### src/hw/rtl/poly_pkg.sv
package poly_pkg;

    localparam int LIMB_W = 26;
    localparam int NLIMB  = 5;
    localparam logic [63:0] R_MASK_LO = 64'h0fff_fffc_0fff_ffff;
    localparam logic [63:0] R_MASK_HI = 64'h0fff_fffc_0fff_fffc;

    localparam logic [1:0] CFG_R_LOW  = 2'd0;
    localparam logic [1:0] CFG_R_HIGH = 2'd1;
    localparam logic [1:0] CFG_S_LOW  = 2'd2;
    localparam logic [1:0] CFG_S_HIGH = 2'd3;

    typedef struct packed {
        logic [128:0] blk;
        logic         absorb;
        logic         last;
    } cmd_t;

    typedef struct packed {
        logic [63:0] r_lo;
        logic [63:0] r_hi;
        logic [63:0] s_lo;
        logic [63:0] s_hi;
    } key_t;

    typedef struct packed {
        logic [63:0] lo;
        logic [63:0] hi;
    } tag_t;

endpackage

### src/hw/rtl/poly_outq.sv
module poly_outq
(
    input  logic              clk,
    input  logic              rst_n,
    input  logic              wr,
    input  poly_pkg::tag_t    din,
    output logic              room,
    input  logic              pop,
    output logic              empty,
    output poly_pkg::tag_t    dout
);

    poly_pkg::tag_t mem_reg [2];
    logic           wptr_reg, wptr_next;
    logic           rptr_reg, rptr_next;
    logic [1:0]     cnt_reg, cnt_next;
    logic           rd;

    assign room  = (cnt_reg != 2'd2);
    assign empty = (cnt_reg == 2'd0);
    assign rd    = pop && !empty;
    assign dout  = mem_reg[rptr_reg];

    always_comb
    begin
        wptr_next = wr ? ~wptr_reg : wptr_reg;
        rptr_next = rd ? ~rptr_reg : rptr_reg;
        cnt_next  = cnt_reg + (wr ? 2'd1 : 2'd0) - (rd ? 2'd1 : 2'd0);
    end

    always_ff @(posedge clk or negedge rst_n)
    begin
        if (!rst_n)
        begin
            wptr_reg <= 1'b0;
            rptr_reg <= 1'b0;
            cnt_reg  <= 2'd0;
        end
        else
        begin
            wptr_reg <= wptr_next;
            rptr_reg <= rptr_next;
            cnt_reg  <= cnt_next;
        end
    end

    always_ff @(posedge clk)
    begin
        if (wr)
        begin
            mem_reg[wptr_reg] <= din;
        end
    end

endmodule

### config.mk
export PLATFORM = sky130hd
export DESIGN_NAME = poly_outq
export DESIGN_NICKNAME = d
export VERILOG_FILES = /design/src/hw/rtl/poly_pkg.sv /design/src/hw/rtl/poly_outq.sv
export SDC_FILE = /design/constraint.sdc
export NUM_CORES = 1
export LEC_CHECK = 0
export BUFFER_PORTS_ARGS = -buffer_cell sky130_fd_sc_hd__buf_2
export CORE_UTILIZATION = 52
export DETAILED_ROUTE_END_ITERATION = 7
export HOLD_SLACK_MARGIN = 0.02
export PLACE_DENSITY = 0.79
export SLEW_MARGIN = 40
export SYNTH_ARGS = -nofsm -noshare
export SYNTH_HDL_FRONTEND = slang
export SYNTH_SLANG_ARGS = --single-unit
### constraint.sdc
create_clock -name clk -period 8.3 [get_ports clk]
set_clock_uncertainty 0.2 [all_clocks]
set_input_delay 0.415 -clock clk [delete_from_list [all_inputs] [get_ports clk]]
set_output_delay 0.415 -clock clk [all_outputs]
set_load 0.005 [all_outputs]
==> run_results.csv <==
group,metric,value,unit
yosys,synth_fp_nets,549,
yosys,synth_warnings,0,
drt,drc,0,
cts,cts_buffers,26,
global_route,grt_pass1_vias,5836,
cells_and_area,seq_area,0.00779,mm2
job,maxCapViolCount,0,
timing,period_share,39.5,%
cells_and_area,mostFrequentLayoutCell,"buf_2",
cts,tritoncts,"done",
pwr,p_leak,5.00,nW
global_route,grt_pass1_wl,29.4,mm
floorplan,start_util,54.0,%
cells_and_area,layout_common_cells,"buf_2, edfxtp_1, dlygate4sd3_1, mux2_2, clkbuf_16",
cts,htree_levels,1,
cells_and_area,fin_cells,1069,
critical_path,crit_start,"rptr_reg$_DFFE_PN0P_",
critical_path,reg2reg_to,"mem_reg[0][89]$_DFFE_PP_",
critical_path,endpoint_kind,"primary output",
cells_and_area,fill_cells,1024,
cts,clk_pin_slew,0.05,ns
yosys,syn-cell-area,0.00948,mm2
critical_path,critPathRequiredTime,7.69,ns
place,place_congestion,0.754,
yosys,ys_seq_area_share,82.2,%
outcome,outcome,"finished clean",
pwr,ir_drop,0.222,mV
cells_and_area,area.growth.synth_to_final,38.2,%
critical_path,crit_fanout,80,
floorplan,coreArea,0.0175,mm2
drt,dr.pass1.iters,5,
floorplan,die_y,137,um
drt,drt_iter0_drc,209,
timing,hold_violations,0,
place,place_hpwl,11.4,mm
critical_path,endpoint,"dout[119]",
drt,detail_route.wl_per_cell,18.8,um
yosys,synth_seq_cells,260,
yosys,synthDistinctLibCells,14,
global_route,grt_max_degree,81,
drt,wl,20.1,mm
cells_and_area,multi_input_area,0.00154,mm2
timing,setup_tns,0,ns
cts,clock-sinks,260,
drt,antenna_left,0,
cells_and_area,nets,958,
floorplan,placementRows,48,
global_route,grt_antenna_before_repair,0,
timing,relSlewSlack,47.8,%
critical_path,rr_startpoint,"wptr_reg$_DFFE_PN0P_",
pwr,power.density,305,mW/mm2
timing,drv_slew,0,
critical_path,reg2reg_depth,3,
timing,rsz0062_at_grt,"no",
yosys,syn_area_per_cell,22.8,um2
critical_path,r2r_slack,5.89,ns
worst_hold_path,min_path_type,"in2reg",
cts,postCtsSetupBuffers,0,
yosys,synthCells,415,
floorplan,dieArea,0.0188,mm2
timing,setup_viol,0,
timing,final.min_clock_period,3.28,ns
cts,clkLatencyLatePin,0.51,ns
global_route,grt_overflow_total,0,
floorplan,die_width,137,um
place,dp.cells,891,
cts,cts-root-buf,"clkbuf_16",
drt,via_count,5403,
place,port_buffers,261,
critical_path,start_kind,"flop",
cts,clk_path_buf_depth,3,
cells_and_area,drive_above_1_share,51.5,%
critical_path,cp.arrival,2.67,ns
cells_and_area,antenna_cells,0,
cells_and_area,largest_reg_flops,256,
floorplan,io_pins,262,
drt,viasPerCell,5.05,
critical_path,critPathKind,"reg2out",
timing,worst_slew_pin_slew,0.783,ns
timing,fmax,0.305,GHz
global_route,track_usage,20.9,%
## kinds of logic after synthesis
kind of cell	share of synthesized area [%]
muxes	15.2
adders and majority gates	0.264
xor gates and xnor gates	0.370
and+or+nand+nor	0.211
DFF	82.2
AOI/OAI and AO/OA	0.0793
buffers and inverters	1.68
## cells in the mapped netlist, drive strengths merged
cell    count  area, um2
edfxtp    256       7690
mux2      128       1440
buf        14        151
dfrtp       4        100
ha          2       25.0
inv         2       7.51
xnor2       2       17.5
xor2        2       17.5
and2        1       6.26
nand2       1       3.75
nor2        1       3.75
nor2b       1       6.26
o21a        1       7.51
## worst min path at each step
stage | start | endpoint | slack, ns | cells past startpoint
2_1_floorplan | rst_n | cnt_reg[0]$_DFF_PN0_ | -0.08 | 0
3_3_place_gp | rst_n | cnt_reg[0]$_DFF_PN0_ | 0.02 | 1
3_5_place_dp | rst_n | cnt_reg[0]$_DFF_PN0_ | 0.03 | 1
4_1_cts | pop | rptr_reg$_DFFE_PN0P_ | 0.03 | 3
5_1_grt | rst_n | wptr_reg$_DFFE_PN0P_ | 0.05 | 2
6_report | pop | rptr_reg$_DFFE_PN0P_ | 0.06 | 3
## area by class of cell
cell class | instances | share of cell area (%)
sequential | 260 | 59.5
tap | 225 | 2.15
clock buffer | 38 | 5.70
timing repair buffer | 395 | 20.2
clock inverter | 10 | 0.630
inverter | 2 | 0.0573
multi-input combinational | 139 | 11.8
## power by group
group / switching [mW] / internal (mW) / total, mW / leakage [nW]
clock: 0.461 / 0.656 / 1.12 / 0.403
sequential: 0.109 / 1.75 / 1.86 / 2.45
combinational: 0.486 / 0.540 / 1.03 / 2.15
total: 1.06 / 2.94 / 4.00 / 5.00
## critical path: stages (launching register included)
cell and delay, ns:
dfrtp_4 0.85, buf_6 0.65, mux2_2 0.45, buf_2 0.14
## layer usage
metal,track usage [%],share of wire (%),vias up,wire length [um]
met1,23.6,37,2655,7390
met2,39.2,54,223,11000
met4,6.78,2.2,0,443
li1,-,-,2483,-
met5,0,0,-,0
met3,4.44,6.7,42,1340
## per-stage QoR
stage	area, um2	total power [mW]	util [%]	hold slack (ns)	worst slack [ns]
after global routing	13100	4.17	74.7	0.0473	4.86
final	13100	4.00	74.7	0.0561	5.02
after CTS	13100	4.02	74.7	0.0328	4.96
after floorplan	9480	2.51	-	-0.0806	1.41
after detailed placement	11000	2.86	62.5	0.0291	5.50
after global placement	11000	2.83	62.5	0.0228	5.26
## what timing repair did
action,4_1_cts,5_1_grt
endpoints found under the hold margin,262,0
hold buffers,130,0
resized for setup,0,0
(Power assumes the default switching activity.)
