<file path="config.mk">
export PLATFORM = sky130hd
export DESIGN_NAME = poly_front
export DESIGN_NICKNAME = d
export VERILOG_FILES = /design/src/hw/rtl/poly_pkg.sv /design/src/hw/rtl/poly_front.sv
export SDC_FILE = /design/constraint.sdc
export NUM_CORES = 1
export LEC_CHECK = 0
export ABC_AREA = 1
export BUFFER_PORTS_ARGS = -buffer_cell sky130_fd_sc_hd__buf_2
export CAP_MARGIN = 20
export CORE_ASPECT_RATIO = 0.9
export CORE_UTILIZATION = 40
export CTS_CLUSTER_SIZE = 28
export DETAILED_ROUTE_END_ITERATION = 8
export HOLD_SLACK_MARGIN = 0.12
export SLEW_MARGIN = 10
export SYNTH_ARGS = -nofsm -noshare
export SYNTH_HDL_FRONTEND = slang
export SYNTH_SLANG_ARGS = --single-unit
</file>
<file path="constraint.sdc">
create_clock -name clk -period 8.5 [get_ports clk]
set_input_delay 0.425 -clock clk [delete_from_list [all_inputs] [get_ports clk]]
set_output_delay 0.425 -clock clk [all_outputs]
set_load 0.01 [all_outputs]
</file>
<file path="src/hw/rtl/poly_pkg.sv">
package poly_pkg;

    localparam int LIMB_W = 26;
    localparam int NLIMB  = 5;
    localparam logic [63:0] R_MASK_LO = 64'h0fff_fffc_0fff_ffff;
    localparam logic [63:0] R_MASK_HI = 64'h0fff_fffc_0fff_fffc;

    localparam logic [1:0] CFG_R_LOW  = 2'd0;
    localparam logic [1:0] CFG_R_HIGH = 2'd1;
    localparam logic [1:0] CFG_S_LOW  = 2'd2;
    localparam logic [1:0] CFG_S_HIGH = 2'd3;

    typedef struct packed {
        logic [128:0] blk;
        logic         absorb;
        logic         last;
    } cmd_t;

    typedef struct packed {
        logic [63:0] r_lo;
        logic [63:0] r_hi;
        logic [63:0] s_lo;
        logic [63:0] s_hi;
    } key_t;

    typedef struct packed {
        logic [63:0] lo;
        logic [63:0] hi;
    } tag_t;

endpackage

</file>
<file path="src/hw/rtl/poly_front.sv">
module poly_front
(
    input  logic              clk,
    input  logic              rst_n,
    input  logic              push,
    output logic              full,
    input  logic [63:0]       block_low,
    input  logic [63:0]       block_high,
    input  logic [4:0]        valid_bytes,
    input  logic              is_last,
    output logic              cmd_valid,
    output poly_pkg::cmd_t    cmd,
    input  logic              cmd_take
);

    poly_pkg::cmd_t mem_reg [2];
    logic           wptr_reg, wptr_next;
    logic           rptr_reg, rptr_next;
    logic [1:0]     cnt_reg, cnt_next;
    logic [4:0]     n;
    logic [127:0]   data;
    logic [127:0]   kept;
    poly_pkg::cmd_t cls;
    logic           wr;
    logic           rd;

    // clip count, mask unused bytes, place padding bit
    always_comb
    begin
        n    = (valid_bytes > 5'd16) ? 5'd16 : valid_bytes;
        data = {block_high, block_low};
        for (int k = 0; k < 16; k++)
        begin
            kept[8*k +: 8] = (5'(k) < n) ? data[8*k +: 8] : 8'h00;
        end
        cls.blk    = {1'b0, kept} | (129'd1 << {n, 3'b000});
        cls.absorb = (n != 5'd0);
        cls.last   = is_last;
    end

    assign full      = (cnt_reg == 2'd2);
    assign wr        = push && !full && (cls.absorb || cls.last);
    assign cmd_valid = (cnt_reg != 2'd0);
    assign rd        = cmd_take && cmd_valid;
    assign cmd       = mem_reg[rptr_reg];

    always_comb
    begin
        wptr_next = wr ? ~wptr_reg : wptr_reg;
        rptr_next = rd ? ~rptr_reg : rptr_reg;
        cnt_next  = cnt_reg + (wr ? 2'd1 : 2'd0) - (rd ? 2'd1 : 2'd0);
    end

    always_ff @(posedge clk or negedge rst_n)
    begin
        if (!rst_n)
        begin
            wptr_reg <= 1'b0;
            rptr_reg <= 1'b0;
            cnt_reg  <= 2'd0;
        end
        else
        begin
            wptr_reg <= wptr_next;
            rptr_reg <= rptr_next;
            cnt_reg  <= cnt_next;
        end
    end

    always_ff @(posedge clk)
    begin
        if (wr)
        begin
            mem_reg[wptr_reg] <= cls;
        end
    end

endmodule

</file>
==> results of run 1 <==
power breakdown:
part / switching (mW) / internal, mW / leakage, nW
clock: 0.473 / 0.708 / 0.439
combinational: 0.926 / 0.431 / 3.47
sequential: 0.117 / 1.81 / 2.50
routing by layer:
metal	GRT usage	part of all wire	vias to the layer above
met5	0	0.00043	-
met4	0.0466	0.022	2
met3	0.0472	0.076	45
met2	0.283	0.45	256
met1	0.247	0.45	3478
li1	-	-	3776
per-stage QoR:
step	util	hold slack (ps)	worst slack (ps)
6_report	0.503	172	4840
5_1_grt	0.503	167	4650
4_1_cts	0.503	151	4800
3_5_place_dp	0.469	235	5380
3_3_place_gp	0.469	238	5410
2_1_floorplan	-	129	1630
path summary, 6_finish.rpt:
| check | startpoint | to | slack, ps | cells past startpoint |
|---|---|---|---|---|
| setup / recovery | rptr_reg | cmd[46] | 4840 | 5 |
| hold / removal | cmd_take | rptr_reg | 170 | 3 |
| setup reg to reg | cnt_reg[1] | mem_reg[0][44] | 5870 | 6 |
| hold reg to reg | wptr_reg | wptr_reg | 470 | 2 |
| max in group asynchronous | rst_n | rptr_reg | 8110 | 2 |
| min in group asynchronous | rst_n | wptr_reg | 260 | 2 |
cell families (layout without fill, tap and decap cells):
group           Yosys count  after routing
compound gates           10             10
xor+xnor                  3              3
fa+ha+maj                 2              2
buf+inv                 168            459
flops                   266            266
other cells               0              4
simple gates            570            570
what timing repair did:
action                    in CTS  in global routing
setup buffers                  0                  0
hold endpoints to repair       6                  0
hold buffers                   2                  0
resized for setup              0                  0
cell usage in the layout, fill, tap and decap left out, types with 2 or more instances in the layout:
cell / netlist / final
nand2_1: 450 / 450
nor2_2: 4 / 4
nor2_4: 1 / 2
dlygate4sd3_1: 0 / 2
nand2_2: 5 / 5
buf_2: 10 / 270
nand3_1: 9 / 9
xor2_1: 2 / 2
nor3_1: 7 / 7
bufinv_16: 0 / 3
dfrtp_1: 4 / 3
inv_1: 129 / 128
o21ai_0: 5 / 5
diode_2: 0 / 4
edfxtp_1: 262 / 262
nor2_1: 91 / 90
inv_2: 4 / 4
clkinv_2: 0 / 6
clkbuf_16: 0 / 29
buf_4: 2 / 5
clkinv_1: 1 / 3
clkbuf_1: 16 / 6
nand4_1: 2 / 2
ha_1: 2 / 2
critical path, cell delays in order (launching register included):
cell	delay (ps)
dfrtp_4	760
inv_4	620
buf_4	750
nand2_1	150
nand2_1	100
buf_2	130
cell type report:
class | instances | area share
sequential | 266 | 0.588
multi-input combinational | 585 | 0.171
timing repair buffer | 277 | 0.104
clock buffer | 35 | 0.0552
inverter | 134 | 0.0377
tap | 354 | 0.0327
clock inverter | 13 | 0.0103
antenna | 4 | 0.000738
==> run summary, run 1 <==
Status
• completed — run status

Detailed routing
• 4.53 — routed vias/inst
• 25300 um — sum of routed wire length over all layers
• 0 — post-detailed-route count of antenna-violating nets
• 467 — detailed router's first-iteration violation count
• 4 — number of iterations in the first detailed-routing pass
• 15.2 um — average wire per cell in the routed design
• 7557 — via count
• 0 — DRC violation count after routing

Synth
• 0.00229 — share of synthesized cell area in full adder, half adder and majority cells
• nand2_1 — most frequent cell after synthesis
• 266 — number of register bits inferred by synthesis
• 0.201 — share of synthesized cell area in and, or, nand and nor gates
• 0 — Yosys warning total
• 0.729 — portion of the post-synthesis area used by sequential elements
• edfxtp_1 (72%), nand2_1 (15%), inv_1 (4.4%) — most area-consuming cells after synthesis
• edfxtp_1 — Primary FF master, synth
• 10.7 um2 — Avg Cell Area, Syn
• 1019 — Mapped Cells
• 262 — Post-synth EDFFs
• 0.00629 — area fraction in compound gates after synthesis
• 0 — portion of netlist area occupied by mux cells
• 10900 um2 — post-synthesis instance area
• 1159 — Post-Synthesis Net Count
• 0.00240 — xor and xnor fraction of the mapped netlist area
• simple AND/OR/NAND/NOR gates — largest family of logic cells by synthesized area
• 0.719 — area fraction of the dominant cell type after synthesis
• nand2_1 (450), edfxtp_1 (262), inv_1 (129) — leading cell types by count after synthesis
• edfxtp_1 — leading area contributor after synthesis
• 27 — Cell variety after synth
• 0.0150 — share of flip-flops with an asynchronous set or reset after synthesis

CTS
• 1 — total number of H-tree levels
• built — clock tree from TritonCTS
• 266 — # clock sinks
• 530 ps — later-pin clock latency in the skew report
• 28 — total CTS buffers
• 3 — buffer levels on the longest clock path
• 60 ps — clock slew at reported path FFs
• clkbuf_16 — CTS Root Buffer Type

STA
• 0.283 — max-slew headroom at the worst pin
• no — unrepaired setup endpoints after global routing
• 3660 ps — time the final worst path needs with I/O delays and setup
• 0 — max-slew violation count
• 0 — endpoints failing hold
• 0 ps — final setup TNS
• 5.91 ps — clock skew after layout
• 0.430 — share of the clock period used by the worst path after layout
• 1080 ps — Tightest Pin Transition
• 0 — number of failing setup endpoints in the final timing report
• 273 MHz — highest achievable clock rate

Hold path
• primary input to register — Hold/Removal Path Class

Cells and area
• 2543 — fill count
• 24.0% — area delta synth->final
• 1668 — post-route insts no fill
• 7970 um2 — combined flip-flop and latch cell area
• 262 — max FFs per register
• 2320 um2 — area of the multi-input gates
• 13600 um2 — final standard cell area without fillers
• 0.256 — ratio of cells with drive above 1 in the final layout
• 1432 — number of nets in the finished design

Pwr
• 210 uV — VDD IR max
• 329 nW/um2 — PD cells
• 4.46 mW — overall power consumption
• 6.41 nW — leakage dissipation

Worst setup path
• 8080 ps — Worst EP required
• register to primary output — worst setup path category
• 3230 ps — arrival time worst endpoint
• 74 — critical path fanouts, max
• primary output — CP endpoint kind
• register — CP Launch Type

Place
• 12600 um2 — placed cell areas
• 1614 — post-placement cell count
• 270 — number of buffers added on ports
• 0.773 — final weighted congestion in routability-driven placement
• 16400 um — post-DP HPWL

Floorplanning
• 57 — site row count
• 159 um — Die Ht
• 28000 um2 — area of the die
• 27000 um2 — core area
• 176 um — Die Width
• 271 — Boundary Pins
• 0.406 — initial core utilization

Global routing
• 7309 — number of global-route vias before repair
• 38700 um — global-route wire length before repair
• 0 — global-route congestion overflow total
• 4 — initial antenna violation count
• 0.180 — global-route usage over all layers
• 77 — pin count of the biggest net entering global routing

Job
• 0 — number of max-cap violations

Note: power is estimated with default switching activity, not from simulation.
==> run 2: changes to the inputs <==
--- a/config.mk
+++ b/config.mk
@@ -13,6 +13,7 @@
 export CTS_CLUSTER_SIZE = 28
 export DETAILED_ROUTE_END_ITERATION = 8
 export HOLD_SLACK_MARGIN = 0.12
+export PLACE_DENSITY = 0.65
 export SLEW_MARGIN = 10
 export SYNTH_ARGS = -nofsm -noshare
 export SYNTH_HDL_FRONTEND = slang
==> constraint.sdc (replaced) <==
create_clock -name clk -period 3.3 [get_ports clk]
set_input_delay 0.165 -clock clk [delete_from_list [all_inputs] [get_ports clk]]
set_output_delay 0.165 -clock clk [all_outputs]
set_load 0.01 [all_outputs]
==> run 2 against run 1 <==
Against the previous run:
- routed wire length increased by 6.5%
- final cell count grew 8.3%
- first-iteration DRC count grew 8.1%
- die area unchanged
- sequential cell count unchanged
- largest cell class unchanged
- highest routed layer unchanged
==> run summary, run 2 (synthesis results as in run 1) <==
Status
• completed — run status

Worst setup path
• register — CP Launch Type
• dfrtp_4 — Worst path slowest cell
• cnt_reg[1] — Critical R2R Launch
• primary output — CP endpoint kind
• 3130 ps — Worst EP required, -4950 ps
• buffers and inverters — cell family contributing the most delay on the critical path
• mem_reg[0][92] — terminus of the critical flop-to-flop path
• 3 — count of buffering cells on the critical path with inverters included, unchanged
• nand2_1 — most common cell type on the critical path
• 55 — critical path fanouts, max, -26%
• 1290 ps — register-to-register path setup slack, -4580 ps
• inv_4 -> buf_4 -> nand2_1 -> nand2_1 -> buf_2 — critical-path cell list
• 2410 ps — arrival time worst endpoint, -820 ps
• 6 — cells on worst reg2reg path, unchanged
• register to primary output — worst setup path category
• 740 ps — critical path's largest stage delay, -20 ps

Place
• 16200 um — post-DP HPWL, -1.3%
• 1100 ps — Post-Place Worst Slack, -4270 ps
• 270 — number of buffers added on ports, unchanged
• 0.764 — final weighted congestion in routability-driven placement, -1.2%

Global routing
• 90 — pin count of the biggest net entering global routing, +17%
• 0.0477 — met3 track demand over resource, +0.000479
• 2 — initial antenna violation count, -2
• 0.192 — global-route usage over all layers, +0.0122
• 8124 — number of global-route vias before repair, +11%
• 42000 um — global-route wire length before repair, +8.7%
• 0 — global-route congestion overflow total, unchanged
• met2 — most crowded layer after global routing
• 0.320 — met2 track demand over resource in global routing, +0.0372
• 0.250 — global routing usage on met1, +0.00374

STA
• 20.8 ps — clock skew after layout, +14.9 ps
• 0.780 — share of the clock period used by the worst path after layout
• 0 — number of failing setup endpoints in the final timing report, unchanged
• 2570 ps — time the final worst path needs with I/O delays and setup
• 726 ps — post-route worst setup slack, -4120 ps
• 0.517 — max-slew headroom at the worst pin, +0.234
• 389 MHz — highest achievable clock rate
• 0 — endpoints failing hold, unchanged
• 0 ps — final setup TNS, unchanged
• 0 — max-slew violation count, unchanged
• no — unrepaired setup endpoints after global routing
• 724 ps — Tightest Pin Transition, -352 ps

Cells and area
• 0.233 — ratio of cells with drive above 1 in the final layout, -0.0223
• 1570 — number of nets in the finished design, +9.6%
• 262 — max FFs per register, unchanged
• nand2_1 — commonest non-fill, non-tap cell in the layout
• nand2_1 (450), buf_2 (270), edfxtp_1 (262) — commonest non-fill, non-tap cells in the layout
• 0.559 — Post-Route Utilization, +0.0563
• 37.9% — area delta synth->final

Floorplanning
• 176 um — Die Width, unchanged
• 271 — Boundary Pins, unchanged
• 159 um — Die Ht, unchanged
• 0.406 — initial core utilization, unchanged
• 27000 um2 — core area, unchanged
• 57 — site row count, unchanged
• 28000 um2 — area of the die, unchanged

Pwr
• 7.99 mW — cell-internal power, +170%
• 7.04 nW — leakage dissipation, +9.9%
• 0.277 — Clock power frac, +0.012
• 0.334 — switching part of the total, -0.00579
• 0.410 — share of total power in sequential cells, -0.021
• 4.01 mW — Switching Power, +160%
• 796 nW/um2 — PD cells, +140%
• 500 uV — VDD IR max, +140%
• 0.314 — share of total power in combinational logic, +0.010

Detailed routing
• 27000 um — sum of routed wire length over all layers, +6.5%
• 14.9 um — average wire per cell in the routed design, -1.7%
• 0 — DRC violation count after routing, unchanged
• 4.50 — routed vias/inst, -0.73%
• 8127 — via count, +7.5%
• 505 — detailed router's first-iteration violation count, +8.1%
• 0 — post-detailed-route count of antenna-violating nets, unchanged
• 5 — number of iterations in the first detailed-routing pass, +1

CTS
• 266 — # clock sinks, unchanged
• 540 ps — later-pin clock latency in the skew report, about the same
• 28 — total CTS buffers, unchanged
• 60 ps — clock slew at reported path FFs, about the same
• built — clock tree from TritonCTS
• 1 — total number of H-tree levels, unchanged
• 0 — buffers inserted by post-CTS timing repair, unchanged
• clkbuf_16 — CTS Root Buffer Type
• 3 — buffer levels on the longest clock path, unchanged

Hold path
• primary input to register — Hold/Removal Path Class
• valid_bytes[1] — startpoint of the worst hold path
• mem_reg[0][20] — hold-critical path endpoint
• 3 — hold path cells, unchanged

Job
• 0 — number of max-cap violations, unchanged

==> run 2: cell count changes in the layout (fill, tap and decap cells not counted), sizes merged <==
| cell | change |
|---|---|
| clkbuf | -1 |
| bufinv | +3 |
| clkinvlp | +1 |
| diode | -3 |
| clkinv | +2 |
| dlygate4sd3 | +136 |
| inv | -1 |
| buf | +2 |
==> run 2: worst max path at each step <==
stage	start	end	slack, ps	depth (start not counted)
floorplan	cnt_reg[0]	mem_reg[0][0]	150	4
global placement	valid_bytes[4]	mem_reg[0][51]	1160	6
detailed placement	valid_bytes[4]	mem_reg[1][84]	1100	5
CTS	rptr_reg	cmd[90]	740	5
global route	rptr_reg	cmd[66]	560	5
finish	rptr_reg	cmd[66]	730	5
==> run 2: stage by stage <==
step	hold slack, ps	cells	total power [mW]	area [um2]
global placement	-24.6	1616	8.62	12700
CTS	162	1806	12.1	15100
finish	195	1807	12.0	15100
detailed placement	-19.7	1616	8.67	12700
global route	210	1807	12.7	15100
floorplan	-131	1019	7.03	10900
==> run 2: worst reg2reg max path: cells and delay by family (launching register included) <==
family	cells	cell delay, ps
flip-flops	1	370
AND/OR/NAND/NOR	3	330
buffers and inverters	3	890
==> run 2: layout make-up <==
cell class | count | area, um2
timing repair buffer | 415 | 2850
fill | 2301 | 11900
multi-input combinational | 585 | 2320
tap | 354 | 443
clock inverter | 18 | 233
inverter | 134 | 509
clock buffer | 34 | 744
sequential | 266 | 7970
antenna | 1 | 2.50
==> run 2: routing by layer <==
layer | share of wire | vias to the layer above
met2 | 0.48 | 289
met3 | 0.075 | 42
li1 | - | 4050
met1 | 0.43 | 3744
met5 | 0.00052 | -
met4 | 0.019 | 2
==> run 2: what timing repair did <==
action,4_1_cts,5_1_grt
resized for setup,0,0
hold buffers,138,0
endpoints found under the hold margin,266,0
==> run 2: power groups by stage <==
stage	clock network (mW)	logic, mW	registers (mW)
CTS	3.40	3.82	4.92
detailed placement	0	3.68	4.99
finish	3.32	3.76	4.91
global route	3.52	4.18	4.98
floorplan	0	2.14	4.88
global placement	0	3.66	4.96
==> run 3: changes to the inputs <==
--- a/config.mk
+++ b/config.mk
@@ -5,7 +5,7 @@
 export SDC_FILE = /design/constraint.sdc
 export NUM_CORES = 1
 export LEC_CHECK = 0
-export ABC_AREA = 1
+export ABC_AREA = 0
 export BUFFER_PORTS_ARGS = -buffer_cell sky130_fd_sc_hd__buf_2
 export CAP_MARGIN = 20
 export CORE_ASPECT_RATIO = 0.9
@@ -13,7 +13,6 @@
 export CTS_CLUSTER_SIZE = 28
 export DETAILED_ROUTE_END_ITERATION = 8
 export HOLD_SLACK_MARGIN = 0.12
-export PLACE_DENSITY = 0.65
 export SLEW_MARGIN = 10
 export SYNTH_ARGS = -nofsm -noshare
 export SYNTH_HDL_FRONTEND = slang
==> constraint.sdc (replaced) <==
create_clock -name clk -period 2.5 [get_ports clk]
set_input_delay 0.125 -clock clk [delete_from_list [all_inputs] [get_ports clk]]
set_output_delay 0.125 -clock clk [all_outputs]
set_load 0.01 [all_outputs]
==> run 3 against run 2 <==
Against the previous run:
- sequential power grew 31%
- total power grew 24%
- critical path type unchanged
- final area shrank 1.9%
- routed wire length shrank 9.9%
==> run summary, run 3 <==
Cells and area
• buf_2 — commonest non-fill, non-tap cell in the layout
• 0.434 — ratio of cells with drive above 1 in the final layout, +0.201
• 0 — number of antenna diodes, -1
• 262 — max FFs per register, unchanged
• buf_2 (270), edfxtp_1 (262), dlygate4sd3_1 (135) — commonest non-fill, non-tap cells in the layout
• 37.9% — area delta synth->final, about the same
• 1185 — number of nets in the finished design, -25%

CTS
• 60 ps — clock slew at reported path FFs, about the same
• 0 — buffers inserted by post-CTS timing repair, unchanged
• 530 ps — later-pin clock latency in the skew report, about the same
• 29 — total CTS buffers, +3.6%
• 0 — number of gates given a new drive strength after cts, unchanged
• 1 — total number of H-tree levels, unchanged
• 3 — buffer levels on the longest clock path, unchanged
• 266 — # clock sinks, unchanged
• clkbuf_16 — CTS Root Buffer Type
• built — clock tree from TritonCTS

Detailed routing
• 24300 um — sum of routed wire length over all layers, -9.9%
• 17.3 um — average wire per cell in the routed design, +16%
• 0 — post-detailed-route count of antenna-violating nets, unchanged
• 6576 — via count, -19%
• 321 — detailed router's first-iteration violation count, -36%
• 0 — DRC violation count after routing, unchanged
• 4.67 — routed vias/inst, +3.8%
• 4 — number of iterations in the first detailed-routing pass, -1

Worst setup path
• primary output — CP endpoint kind
• 47 — critical path fanouts, max, -15%
• register to primary output — worst setup path category
• 2380 ps — Worst EP required, -750 ps
• 2140 ps — arrival time worst endpoint, -270 ps
• register — CP Launch Type

STA
• 845 ps — Tightest Pin Transition, +121 ps
• 194 ps — Post-Route Hold Slack, -1.40 ps
• 441 MHz — highest achievable clock rate
• 0 ps — final setup TNS, unchanged
• 0 — number of failing setup endpoints in the final timing report, unchanged
• 11.8 ps — clock skew after layout, -8.98 ps
• 0.434 — max-slew headroom at the worst pin, -0.0828
• 0 — endpoints failing hold, unchanged
• 0 — max-slew violation count, unchanged
• 0.907 — share of the clock period used by the worst path after layout
• no — unrepaired setup endpoints after global routing
• 2270 ps — time the final worst path needs with I/O delays and setup

Pwr
• 561 uV — VDD IR max, +12%
• 1000 nW/um2 — PD cells, +26%
• 5.65 nW — leakage dissipation, -20%
• 14.8 mW — overall power consumption, +24%

Synth
• 0.0157 — area fraction in compound gates after synthesis, +0.00946
• 0.0150 — share of flip-flops with an asynchronous set or reset after synthesis, unchanged
• 0.734 — area fraction of the dominant cell type after synthesis, +0.0141
• 10700 um2 — post-synthesis instance area, -1.9%
• 0.138 — portion of netlist area occupied by mux cells, +0.138
• 262 — Post-synth EDFFs, unchanged
• 0.00233 — share of synthesized cell area in full adder, half adder and majority cells, +0.0000448
• 0.00327 — xor and xnor fraction of the mapped netlist area, +0.000864
• 0.0847 — share of synthesized cell area in and, or, nand and nor gates, -0.116
• 756 — Post-Synthesis Net Count, -35%
• edfxtp_1 (73%), mux2_2 (14%), nor2b_1 (4.5%) — most area-consuming cells after synthesis
• 0.743 — portion of the post-synthesis area used by sequential elements, +0.0143
• edfxtp_1 — most frequent cell after synthesis
• 0 — Yosys warning total, unchanged
• 33 — Cell variety after synth, +22%
• edfxtp_1 — Primary FF master, synth
• edfxtp_1 (262), mux2_2 (131), nor2b_1 (77) — leading cell types by count after synthesis
• edfxtp_1 — leading area contributor after synthesis
• 266 — number of register bits inferred by synthesis, unchanged
• multiplexers — largest family of logic cells by synthesized area
• 17.4 um2 — Avg Cell Area, Syn, +62%
• 616 — Mapped Cells, -40%

Floorplanning
• 175 um — Die Width, -0.96%
• 157 um — Die Ht, -0.95%
• 27500 um2 — area of the die, -1.9%
• 26200 um2 — core area, -2.8%
• 56 — site row count, -1.8%
• 0.409 — initial core utilization, +0.00364
• 271 — Boundary Pins, unchanged

Place
• 0.726 — final weighted congestion in routability-driven placement, -4.9%
• 270 — number of buffers added on ports, unchanged
• 15400 um — post-DP HPWL, -4.8%

Global routing
• 6775 — number of global-route vias before repair, -17%
• 36800 um — global-route wire length before repair, -12%
• 0.175 — global-route usage over all layers, -0.0173
• 0 — global-route congestion overflow total, unchanged
• 0 — initial antenna violation count, -2
• 82 — pin count of the biggest net entering global routing, -8.9%

Job
• 0 — number of max-cap violations, unchanged

Status
• completed — run status

Hold path
• primary input to register — Hold/Removal Path Class

-- run 3: cell count changes in the layout (fill, tap and decap cells not counted), moves of 11 or more --
cell | previous run | this run
a21oi_1 | 0 | 11
mux2_2 | 0 | 131
and2_1 | 0 | 37
nor2b_1 | 0 | 77
nand2_1 | 450 | 7
buf_4 | 2 | 14
nor2_1 | 90 | 17
inv_1 | 128 | 6
-- run 3: worst max-delay path, cell delays in order, from the launching register on --
cell and delay, ps:
dfrtp_4 720, buf_12 330, mux2_2 390, buf_2 140
-- run 3: metal layers --
metal  global-route usage  vias up  share of wire
met1                0.231     3162           0.44
met5                    0        -              0
met4               0.0489        0          0.024
met2                0.286      217           0.47
li1                     -     3159              -
met3               0.0447       38          0.069
-- run 3: power by group --
part           internal [mW]  total, mW  switching, mW  leakage, nW
Sequential              6.14       6.44          0.298         2.50
Combinational           2.15       4.62           2.47         2.75
Clock                   2.19       3.76           1.57        0.400
Total                   10.5       14.8           4.34         5.65
-- run 3: cells by family (layout without fill, tap and decap cells) --
| logic type | count (synthesis) | count (layout) |
|---|---|---|
| flops | 266 | 266 |
| simple gates | 156 | 156 |
| mux | 131 | 131 |
| buf+inv | 32 | 477 |
| compound gates | 25 | 25 |
| xor+xnor | 4 | 4 |
| fa+ha+maj | 2 | 2 |
-- run 3: cell type report --
class                   count  area [um2]
clock buffers              36         752
clock inverters            11        70.1
fillers                  2164       11400
inverters                   6        22.5
multi-input cells         318        2630
flip-flops and latches    266        7970
well taps                 348         435
repair buffers            424        2910
-- run 3: path summary, 6_finish.rpt --
kind / from / end / slack, ps / depth (start not counted)
max: rptr_reg / cmd[58] / 230 / 3
min in group asynchronous: rst_n / cnt_reg[1] / 520 / 3
max in group asynchronous: rst_n / rptr_reg / 1780 / 3
min: valid_bytes[1] / mem_reg[0][98] / 190 / 4
min reg2reg: cnt_reg[1] / cnt_reg[1] / 490 / 1
max reg2reg: cnt_reg[1] / mem_reg[1][116] / 590 / 4
-- run 3: metrics by stage --
| stage | cells | setup WS [ps] | util | cell area (um2) |
|---|---|---|---|---|
| 2_1_floorplan | 616 | -571 | - | 10700 |
| 3_3_place_gp | 1227 | 543 | 0.481 | 12600 |
| 3_5_place_dp | 1227 | 541 | 0.481 | 12600 |
| 4_1_cts | 1409 | 197 | 0.564 | 14800 |
| 5_1_grt | 1409 | 124 | 0.564 | 14800 |
| 6_report | 1409 | 234 | 0.564 | 14800 |
-- run 3: what timing repair did --
action / in CTS / in global routing
hold buffers: 135 / 0
endpoints found under the setup margin: 0 / 0
hold endpoints to repair: 266 / 0
